**src/rtl/fsp_pkg.sv**
```systemverilog
`default_nettype none
package fsp_pkg;

  localparam int MAX_POINTS    = 65536;
  localparam int CORDIC_STAGES = 20;
  localparam int IDX_W         = 16;
  localparam int ANG_W         = 24;
  localparam int CNT_W         = 17;
  localparam int COORD_W       = 22;
  localparam int DIV_STEPS     = 24;
  localparam int SQRT_STEPS    = 20;
  localparam int MOD_STEPS     = 6;

  localparam int PREROT_ST     = MOD_STEPS;
  localparam int CORDIC_FIRST  = PREROT_ST + 1;
  localparam int CORDIC_LAST   = CORDIC_FIRST + CORDIC_STAGES - 1;
  localparam int MUL_ST        = CORDIC_LAST + 1;
  localparam int ABS_ST        = MUL_ST + 1;
  localparam int RND_ST        = ABS_ST + 1;
  localparam int SIGN_ST       = RND_ST + 1;
  localparam int BACK_STAGES   = SIGN_ST + 1;

  localparam logic [38:0]        TWO_PI_Q30  = 39'd6746518852;
  localparam logic signed [33:0] PI_Q30      = 34'sd3373259426;
  localparam logic signed [33:0] HALF_PI_Q30 = 34'sd1686629713;
  localparam logic signed [33:0] GAIN_Q30    = 34'sd652032874;
  localparam logic [20:0]        COORD_MAX   = 21'd1048576;
  localparam logic [CNT_W-1:0]   MAX_CNT     = CNT_W'(MAX_POINTS);

  typedef enum logic [1:0] {
    CFG_START = 2'd0,
    CFG_END   = 2'd1,
    CFG_COUNT = 2'd2
  } cfg_idx_t;

  typedef struct packed {
    logic             err;
    logic             last;
    logic [ANG_W-1:0] theta;
  } item_t;

  function automatic logic signed [33:0] atan_q30(input int i);
    logic signed [33:0] v;
    v = '0;
    case (i)
      0: v = 34'sd843314857;
      1: v = 34'sd497837829;
      2: v = 34'sd263043837;
      3: v = 34'sd133525159;
      4: v = 34'sd67021687;
      5: v = 34'sd33543516;
      6: v = 34'sd16775851;
      7: v = 34'sd8388437;
      8: v = 34'sd4194283;
      9: v = 34'sd2097149;
      default: begin
        if (i <= 30) v = 34'sd1 <<< (30 - i);
      end
    endcase
    return v;
  endfunction

endpackage
`default_nettype wire

```
**src/rtl/fsp_queue.sv**
```systemverilog
`default_nettype none
module fsp_queue (
  input  wire logic           clk,
  input  wire logic           rst_n,
  input  wire logic           push,
  input  wire fsp_pkg::item_t push_item,
  output logic                pop,
  output fsp_pkg::item_t      pop_item,
  output logic                full
);
  import fsp_pkg::*;

  item_t      mem_r [2];
  logic       wp_r, rp_r;
  logic [1:0] cnt_r;

  assign pop      = (cnt_r != 2'd0);
  assign full     = (cnt_r == 2'd2);
  assign pop_item = mem_r[rp_r];

  always_ff @(posedge clk) begin
    if (push) mem_r[wp_r] <= push_item;
  end

  always_ff @(posedge clk) begin
    if (!rst_n) begin
      wp_r  <= 1'b0;
      rp_r  <= 1'b0;
      cnt_r <= '0;
    end else begin
      if (push) wp_r <= ~wp_r;
      if (pop)  rp_r <= ~rp_r;
      cnt_r <= 2'(cnt_r + {1'b0, push} - {1'b0, pop});
    end
  end

endmodule
`default_nettype wire

```
**config.mk**
```make
export PLATFORM = sky130hd
export DESIGN_NAME = fsp_queue
export DESIGN_NICKNAME = d
export VERILOG_FILES = /design/src/rtl/fsp_pkg.sv /design/src/rtl/fsp_queue.sv
export SDC_FILE = /design/constraint.sdc
export NUM_CORES = 1
export LEC_CHECK = 0
export ABC_AREA = 1
export BUFFER_PORTS_ARGS = -buffer_cell sky130_fd_sc_hd__buf_2
export CORE_MARGIN = 2
export CORE_UTILIZATION = 56
export CTS_CLUSTER_DIAMETER = 150
export CTS_CLUSTER_SIZE = 28
export DETAILED_ROUTE_END_ITERATION = 10
export PLACE_DENSITY = 0.8
export SYNTH_ARGS = -nofsm -noshare
export SYNTH_HDL_FRONTEND = slang
export SYNTH_SLANG_ARGS = --single-unit
```
**constraint.sdc**
```tcl
create_clock -name clk -period 2.85 [get_ports clk]
set_input_delay 0.285 -clock clk [delete_from_list [all_inputs] [get_ports clk]]
set_output_delay 0.285 -clock clk [all_outputs]
set_load 0.05 [all_outputs]
```
==> summary.txt <==
Timing
  • Final setup skew: approximately 0.0037 ns
  • Hold_ws: about 0.15 ns
  • Setup WS post-layout: 0.7679 ns
  • Final Hold Fails: 0
  • Setup total negative slack: 0 ns
  • Crit share post-route: 0.7306
  • Relative slew slack: 0.5148
  • Min Tclk post-route: between 2 and 2.5 ns
  • Worst slew pin tran: 0.7277 ns
  • RSZ-0062 raised after global routing: no
  • Max-slew violation count: 0
  • Final setup violation count: 0
  • Fmax: 480.3 MHz

Routing
  • Detailed Route Iter0 Violations: 77
  • Routed len/inst: around 12 um
  • Final ANT Viol Nets: 0
  • WL final: around 3300 um
  • DRT Pass-1 Iters: 4
  • Detailed-route via count: approximately 1300
  • # DRC: 0
  • Avg Vias per Cell: roughly 4.7

Global routing
  • All-Layer GR Usage: 0.1640
  • First-pass GRT wire length: 5085 um
  • Grt ovf: 0
  • Initial antenna violation count: 0
  • Vias in the first global route: roughly 1200
  • Largest net degree at the start of global routing: 34

Logic synthesis
  • Sequential area share after synthesis: 0.7333
  • Mapped Nets: about 200
  • #FFs+latches synth: between 50 and 60
  • Post-synth cell types: 13
  • Post-Syn Area: around 0.0023 sq mm
  • Mapped Cells: between 150 and 200
  • Synthesized area per cell: 13.65 sq um
  • Yosys Warn Count: 0

Final layout
  • Final #Nets: 260
  • Final design utilization: 0.6893
  • Share of cells above drive strength 1: 0.4128
  • Post-Layout Inst Area: about 0.0027 sq mm
  • Area grow syn2layout: 19.93%
  • ANT cells: 0

Power and ir drop
  • Pwr/cell area: 676.8 mW/mm^2
  • Pleak: approximately 0.0012 uW
  • Maximum VDD drop: roughly 0.00041 V

CTS
  • CTS clk-pin slew, worst paths: about 0.060 ns
  • CTS tree: yes
  • Post-cts resize count: 0
  • H-Tree Depth: 3
  • Post-CTS setup buffer count: 0
  • Num CTS Buffers: 9
  • CTS Hold Bufs: 0
  • Later-pin clock latency in the skew report: 0.32 ns
  • Clock Sinks: between 50 and 60
  • Clk buf depth: 2
  • Clk root buf: clkbuf_8

Place
  • Post-DP Area: 0.002564 sq mm
  • GP Congestion: about 0.74
  • Port buffer count: 56
  • Detailed placement HPWL: around 2200 um
  • Pre-CTS setup slack: roughly 1.1 ns

Floorplan
  • Die width: slightly below 70 um
  • Die height: 67.61 um
  • Initial Util: 0.5747
  • Full die area: roughly 0.0046 sq mm
  • Core area: ~0.0039 sq mm
  • Row cnt: 23
  • Num ports: 57

Critical path
  • Worst reg2reg path depth: 3
  • RR Endpoint: mem_r[1][21]
  • CP Max Fanout: 33
  • CP endpoint kind: primary output
  • Data required, critical path: 2.57 ns
  • R2R setup slack: ~1.7 ns
  • Crit path launch type: flop
  • Setup crit end: pop_item[9]
  • WP data arrival: roughly 1.8 ns
  • Reg-to-reg startpoint: wp_r
  • WS Path Type: flop to primary output

Hold path
  • Hold crit path type: input port to flop

Status
  • Outcome: completed

Run
  • Max-cap violations: 0
-- cell families after synthesis --
group / Yosys count / share of synthesized area
buffers and inverters: 38 / 0.09001
and+or+nand+nor: 43 / 0.07179
AOI/OAI and AO/OA: 27 / 0.09939
DFF: 57 / 0.7333
adders and majority gates: 1 / 0.005521
-- power by group --
group,internal [uW],leakage (uW),switching [uW]
sequential,962,0.000530,21.3
clock,304,0.0000819,273
combinational,71.0,0.000564,208
-- layout by cell type, fill, tap and decap left out, drive strengths merged, types with 5 or more instances in the layout --
cell type	synthesis	layout
clkbuf	0	11
inv	32	32
o21ai	26	26
edfxtp	52	52
buf	6	59
dfxtp	5	5
clkinv	0	5
nor2	10	10
nand2	32	32
-- through the flow --
step                      std cells  power, uW
after floorplan                 166       1216
after global placement          269       1276
after detailed placement        269       1282
after CTS                       285       1863
after global routing            285       1923
final                           285       1839
-- per-layer routing --
| metal | part of all wire | routed length (um) | track usage | vias up |
|---|---|---|---|---|
| li1 | - | - | - | 684 |
| met1 | 0.39 | 1306 | 0.1749 | 623 |
| met2 | 0.53 | 1768 | 0.2635 | 35 |
| met3 | 0.063 | 211 | 0.08167 | 4 |
| met4 | 0.012 | 41 | 0.09184 | 0 |
| met5 | 0 | 0 | 0 | - |
-- critical path, stage by stage, from the launching register on --
cell	delay, ns
dfxtp_2	0.80
buf_12	0.25
nand2_1	0.08
o21ai_2	0.06
buf_2	0.28
-- sequential cells by signal (all words and copies together), names as in the netlist, named ones only --
name	flops
cnt_r	2
mem_r	52
rp_r	1
wp_r	1
-- area by class of cell --
| class | instances | area (sq um) |
|---|---|---|
| clock inverters | 5 | 22.52 |
| repair buffers | 59 | 315.3 |
| well taps | 50 | 62.56 |
| flip-flops and latches | 57 | 1663 |
| multi-input cells | 71 | 402.9 |
| fillers | 262 | 1225 |
| clock buffers | 11 | 131.4 |
| inverters | 32 | 120.1 |
-- worst min-delay path by stage --
stage | from | endpoint | slack, ns | cells past startpoint
finish | push_item[20] | mem_r[1][20] | 0.15 | 1
global route | push_item[17] | mem_r[0][17] | 0.13 | 1
CTS | push_item[20] | mem_r[1][20] | 0.13 | 1
detailed placement | push_item[17] | mem_r[1][17] | 0.48 | 1
global placement | push_item[20] | mem_r[0][20] | 0.47 | 1
floorplan | rst_n | cnt_r[0] | 0.38 | 2
-- synth_stat cells (all sizes together) --
cell / n / share of area
a21oi: 1 / 0.0022
buf: 6 / 0.037
dfxtp: 5 / 0.044
edfxtp: 52 / 0.69
ha: 1 / 0.0055
inv: 32 / 0.053
nand2: 32 / 0.053
nand3: 1 / 0.0022
nor2: 10 / 0.017
o21ai: 26 / 0.097
No activity file was read; power rests on OpenSTA's default activity.
