==> src/rtl/fsp_pkg.sv <==
`default_nettype none
package fsp_pkg;

  localparam int MAX_POINTS    = 65536;
  localparam int CORDIC_STAGES = 20;
  localparam int IDX_W         = 16;
  localparam int ANG_W         = 24;
  localparam int CNT_W         = 17;
  localparam int COORD_W       = 22;
  localparam int DIV_STEPS     = 24;
  localparam int SQRT_STEPS    = 20;
  localparam int MOD_STEPS     = 6;

  localparam int PREROT_ST     = MOD_STEPS;
  localparam int CORDIC_FIRST  = PREROT_ST + 1;
  localparam int CORDIC_LAST   = CORDIC_FIRST + CORDIC_STAGES - 1;
  localparam int MUL_ST        = CORDIC_LAST + 1;
  localparam int ABS_ST        = MUL_ST + 1;
  localparam int RND_ST        = ABS_ST + 1;
  localparam int SIGN_ST       = RND_ST + 1;
  localparam int BACK_STAGES   = SIGN_ST + 1;

  localparam logic [38:0]        TWO_PI_Q30  = 39'd6746518852;
  localparam logic signed [33:0] PI_Q30      = 34'sd3373259426;
  localparam logic signed [33:0] HALF_PI_Q30 = 34'sd1686629713;
  localparam logic signed [33:0] GAIN_Q30    = 34'sd652032874;
  localparam logic [20:0]        COORD_MAX   = 21'd1048576;
  localparam logic [CNT_W-1:0]   MAX_CNT     = CNT_W'(MAX_POINTS);

  typedef enum logic [1:0] {
    CFG_START = 2'd0,
    CFG_END   = 2'd1,
    CFG_COUNT = 2'd2
  } cfg_idx_t;

  typedef struct packed {
    logic             err;
    logic             last;
    logic [ANG_W-1:0] theta;
  } item_t;

  function automatic logic signed [33:0] atan_q30(input int i);
    logic signed [33:0] v;
    v = '0;
    case (i)
      0: v = 34'sd843314857;
      1: v = 34'sd497837829;
      2: v = 34'sd263043837;
      3: v = 34'sd133525159;
      4: v = 34'sd67021687;
      5: v = 34'sd33543516;
      6: v = 34'sd16775851;
      7: v = 34'sd8388437;
      8: v = 34'sd4194283;
      9: v = 34'sd2097149;
      default: begin
        if (i <= 30) v = 34'sd1 <<< (30 - i);
      end
    endcase
    return v;
  endfunction

endpackage
`default_nettype wire

==> src/rtl/fsp_front.sv <==
`default_nettype none
module fsp_front (
  input  wire logic                      clk,
  input  wire logic                      rst_n,
  input  wire logic                      acc,
  input  wire logic [fsp_pkg::IDX_W-1:0] idx,
  input  wire logic                      cfg_valid,
  output logic                           cfg_ready,
  input  wire logic [1:0]                cfg_index,
  input  wire logic [23:0]               cfg_data,
  output logic                           push,
  output fsp_pkg::item_t                 push_item
);
  import fsp_pkg::*;

  typedef struct packed {
    logic        err;
    logic        last;
    logic [15:0] rem;
    logic [23:0] lo;
  } div_t;

  logic [ANG_W-1:0] start_r, end_r;
  logic [CNT_W-1:0] cnt_r;

  logic [CNT_W-1:0] n_sat;
  logic [15:0]      den;
  logic             single;
  logic [24:0]      dsub;
  logic             dneg;
  logic [23:0]      dabs;

  logic             v1_r, e1_r, l1_r;
  logic [15:0]      idx1_r;
  logic             v2_r, e2_r, l2_r;
  logic [39:0]      mag2_r;
  logic [40:0]      dvd_nxt;
  logic             dvv_r [DIV_STEPS+1];
  div_t             dv_r  [DIV_STEPS+1];
  logic             push_r;
  item_t            item_r;
  logic [23:0]      q_nxt;

  assign cfg_ready = 1'b1;

  always_ff @(posedge clk) begin
    if (!rst_n) begin
      start_r <= '0;
      end_r   <= 24'd2058874;
      cnt_r   <= 17'd1000;
    end else if (cfg_valid) begin
      case (cfg_idx_t'(cfg_index))
        CFG_START: start_r <= cfg_data;
        CFG_END:   end_r   <= cfg_data;
        CFG_COUNT: cnt_r   <= cfg_data[CNT_W-1:0];
        default: ;
      endcase
    end
  end

  // the user must keep the config static while items are in flight; the block does not enforce this
  always_comb begin
    n_sat  = (cnt_r > MAX_CNT) ? MAX_CNT : cnt_r;
    den    = 16'(n_sat - 17'd1);
    single = (n_sat == 17'd1);
    dsub   = {1'b0, end_r} - {1'b0, start_r};
    dneg   = dsub[24];
    dabs   = dneg ? 24'(-dsub) : dsub[23:0];
  end

  always_ff @(posedge clk) begin
    if (!rst_n) begin
      v1_r <= 1'b0;
      v2_r <= 1'b0;
    end else begin
      v1_r <= acc;
      v2_r <= v1_r;
    end
  end

  always_ff @(posedge clk) begin
    idx1_r <= idx;
    e1_r   <= ({1'b0, idx} >= n_sat);
    l1_r   <= ({1'b0, idx} == 17'(n_sat - 17'd1));
    mag2_r <= 40'(idx1_r) * 40'(dabs);
    e2_r   <= e1_r;
    l2_r   <= l1_r;
  end

  assign dvd_nxt = {1'b0, mag2_r} + 41'(den >> 1);

  always_ff @(posedge clk) begin
    if (!rst_n) dvv_r[0] <= 1'b0;
    else        dvv_r[0] <= v2_r;
  end

  always_ff @(posedge clk) begin
    dv_r[0].err  <= e2_r;
    dv_r[0].last <= l2_r;
    dv_r[0].rem  <= dvd_nxt[39:24];
    dv_r[0].lo   <= dvd_nxt[23:0];
  end

  // one quotient bit per stage
  for (genvar j = 0; j < DIV_STEPS; j++) begin : g_div
    logic [16:0] t;
    div_t        nx;
    always_comb begin
      t  = {dv_r[j].rem, dv_r[j].lo[23]};
      nx = dv_r[j];
      if (t >= {1'b0, den}) begin
        nx.rem = 16'(t - {1'b0, den});
        nx.lo  = {dv_r[j].lo[22:0], 1'b1};
      end else begin
        nx.rem = t[15:0];
        nx.lo  = {dv_r[j].lo[22:0], 1'b0};
      end
    end
    always_ff @(posedge clk) begin
      if (!rst_n) dvv_r[j+1] <= 1'b0;
      else        dvv_r[j+1] <= dvv_r[j];
    end
    always_ff @(posedge clk) begin
      dv_r[j+1] <= nx;
    end
  end

  assign q_nxt = single ? '0 : dv_r[DIV_STEPS].lo;

  always_ff @(posedge clk) begin
    if (!rst_n) push_r <= 1'b0;
    else        push_r <= dvv_r[DIV_STEPS];
  end

  always_ff @(posedge clk) begin
    item_r.err   <= dv_r[DIV_STEPS].err;
    item_r.last  <= dv_r[DIV_STEPS].last;
    item_r.theta <= dneg ? start_r - q_nxt : start_r + q_nxt;
  end

  assign push      = push_r;
  assign push_item = item_r;

endmodule
`default_nettype wire

==> config.mk <==
export PLATFORM = sky130hd
export DESIGN_NAME = fsp_front
export DESIGN_NICKNAME = d
export VERILOG_FILES = /design/src/rtl/fsp_pkg.sv /design/src/rtl/fsp_front.sv
export SDC_FILE = /design/constraint.sdc
export NUM_CORES = 2
export LEC_CHECK = 0
export CAP_MARGIN = 20
export CORE_MARGIN = 4
export CORE_UTILIZATION = 40
export DETAILED_ROUTE_END_ITERATION = 6
export DONT_BUFFER_PORTS = 1
export PLACE_DENSITY = 0.66
export SLEW_MARGIN = 30
export SYNTH_ARGS = -nofsm -noshare
export SYNTH_HDL_FRONTEND = slang
export SYNTH_SLANG_ARGS = --single-unit
==> constraint.sdc <==
create_clock -name clk -period 8.1 [get_ports clk]
set_clock_uncertainty 0.05 [all_clocks]
set_input_delay 1.62 -clock clk [delete_from_list [all_inputs] [get_ports clk]]
set_output_delay 1.62 -clock clk [all_outputs]
set_load 0.02 [all_outputs]
==> results.tsv <==
stage	metric	value	unit
route	wl_per_cell	17.4	um
sta	min_period	8.73	ns
hold_path	hold_class	reg2reg	
yosys	ys_seq_area_frac	0.382	
sta	slew_viol_final	0	
die	fp-row-count	145	
sta	fin_crit_sh	1.08	
yosys	async_flop_share	0	
placement	dp.cells	8823	
grt	track_usage	0.191	
grt	grt_overflow_total	0	
yosys	synth_area_leaders	dfxtp_1 38%, ha_1 11%, fa_1 10%	
route	wl	158	mm
route	drtPass1Iterations	5	
yosys	yosysTopAreaCellShare	0.382	
die	fp.dieW	406	um
route	met1_length	69.4	mm
route	antenna_left	0	
die	die_h	406	um
grt	grt_start_max_net_pins	94	
route	vias	47400	
clock_network	cts_root_buf	clkbuf_16	
sta	hold_violations	0	
critical_path	crit_start	end_r[0]	
yosys	ys_warn_count	0	
cells_and_area	final_nets	7888	
flow_run	drv_cap	0	
placement	io_buffers	0	
yosys	synth_flop_cell	dfxtp_1	
critical_path	crit_path_max_incr_delay	0.57	ns
yosys	yosysTopAreaCell	dfxtp_1	
clock_network	clk_pin_slew_worst_paths	0.07	ns
hold_path	hp-start	dv_r[0][273]	
placement	hpwl	119	mm
yosys	synth_fp_nets	7574	
die	die_area	165000	um^2
critical_path	crit_fanout	4	
sta	setup_viol	19	
cells_and_area	finalNonFillerCells	9094	
die	core	157000	um^2
critical_path	cp_slowest_cell	fa_1	
route	dr_wl_met2	73.6	mm
grt	grt_pass1_wl	254	mm
critical_path	crit_type	reg2reg	
cells_and_area	n_fill_cell	14500	
yosys	syn_area_per_cell	9.60	um^2
outcome	status	complete, but fails checks	
yosys	synthCells	6618	
route	drcViolationCount	0	
yosys	ys_ff_latch	1213	
die	start_util	0.405	
route	first_iter_violations	3190	
critical_path	cp.required	8.67	ns
clock_network	cts_buffers	120	
yosys	ys_types	92	
yosys	synth_edf_count	0	
critical_path	worst_r2r_startpoint	end_r[0]	
outcome	violations	setup timing	
yosys	netlist_top_cells_count	1213 x dfxtp_1, 742 x nand2_1, 586 x inv_1, 578 x ha_1, 411 x a21oi_1	
critical_path	cpMostUsedCell	fa_1	
grt	antenna_found_initial	2	
sta	rsz0062_at_grt	true	
die	io_pins	74	
cells_and_area	multi_input_area	37100	um^2
sta	maxSlewHeadroom	0.316	
clock_network	cts_tree	yes	
critical_path	cp.arrival	9.30	ns
cells_and_area	seq_area	24300	um^2
yosys	synth.most_common_cell	dfxtp_1	
placement	gp_congestion	0.894	
clock_network	htree_levels	3	
route	top_layer_used	met4	
yosys	synth.cell_area	63500	um^2
clock_network	cts_buffer_depth	3	
cells_and_area	syn_to_final_growth	15.6	%
cells_and_area	drive_gt1_frac	0.120	
sta	fin_tns_setup	-7.15	ns
route	wl_met3	8.98	mm
sta	worst_pin_slew	1.02	ns
sta	clock.fmax	115	MHz
route	via_per_inst	5.21	
grt	grt_pass1_vias	47900	
clock_network	clkSinkCount	1213	
critical_path	setup.worst_path.end_class	flip-flop	
placement	dp_slack	-0.812	ns
critical_path	start_kind	flip-flop	
clock_network	clock_latency	0.77	ns
sta	fin_ws	-0.633	ns
[worst max-delay path, delay by kind of cell, from the launching register on]
| kind | cells | cell delay, ns |
|---|---|---|
| AO/OA/AOI/OAI | 11 | 2.19 |
| XOR/XNOR | 1 | 0.22 |
| adder cells (fa/ha/maj) | 9 | 3.88 |
| buffers and inverters | 8 | 0.84 |
| flip-flops | 1 | 0.34 |
| AND/OR/NAND/NOR | 6 | 1.07 |
[timing repair]
action,in CTS,in global routing
hold buffers,0,0
setup endpoints to repair,25,27
hold endpoints to repair,0,0
cloned,0,1
setup buffers,35,15
pin swaps,87,12
resized for setup,47,22
[state kept, by name, summed over array words and instances (netlist names), 16 cells and up]
signal     flops
cnt_r         17
dvv_r         25
idx1_r        16
start_r       24
push_item     26
dv_r        1034
end_r         24
mag2_r        40
[final timing paths]
| check | slack [ns] | endpoint | cells after the start |
|---|---|---|---|
| max | -0.63 | mag2_r[36] | 35 |
| min | 0.21 | dv_r[0][316] | 0 |
| max reg2reg | -0.63 | mag2_r[36] | 35 |
| min reg2reg | 0.21 | dv_r[0][316] | 0 |
[cells in the final DEF (no fill, tap or decap), drive strengths merged, types with 73 or more instances in the layout]
master	instances
a21boi	75
a21o	155
a21oi	412
and2	179
buf	372
clkbuf	144
dfxtp	1213
fa	332
ha	578
inv	596
mux2	101
nand2	742
nand3	97
nand4	83
nor2	321
nor2b	73
nor3	118
o21ai	291
xnor2	275
xor2	125
[cells by family after synthesis]
logic type / share of synthesized area
simple gates: 0.139
fa+ha+maj: 0.219
flops: 0.382
xor+xnor: 0.0554
other cells: 0.0000590
compound gates: 0.135
mux: 0.0233
buf+inv: 0.0461
[layer usage]
metal,vias up,track usage
met5,-,0
met4,0,0.0751
met3,284,0.0308
met2,1136,0.319
met1,22900,0.247
li1,23100,-
[through the flow]
| step | utilization | area (um^2) | hold slack [ns] |
|---|---|---|---|
| floorplan | - | 63900 | 0.260 |
| global placement | 0.436 | 68400 | 0.260 |
| detailed placement | 0.436 | 68400 | 0.262 |
| CTS | 0.466 | 73200 | 0.204 |
| global route | 0.468 | 73400 | 0.206 |
| finish | 0.468 | 73400 | 0.209 |
[layout make-up]
cell class / count / area share
Multi-Input combinational cell: 4638 / 0.505
Tap cell: 2058 / 0.0351
Inverter: 586 / 0.0300
Antenna cell: 3 / 0.000102
Clock buffer: 144 / 0.0442
Timing Repair Buffer: 373 / 0.0398
Clock inverter: 79 / 0.0149
Sequential cell: 1213 / 0.331
Power is left out: the tool's default activity adds up to more than one toggle a clock period on the data nets, which glitch-free logic cannot reach.
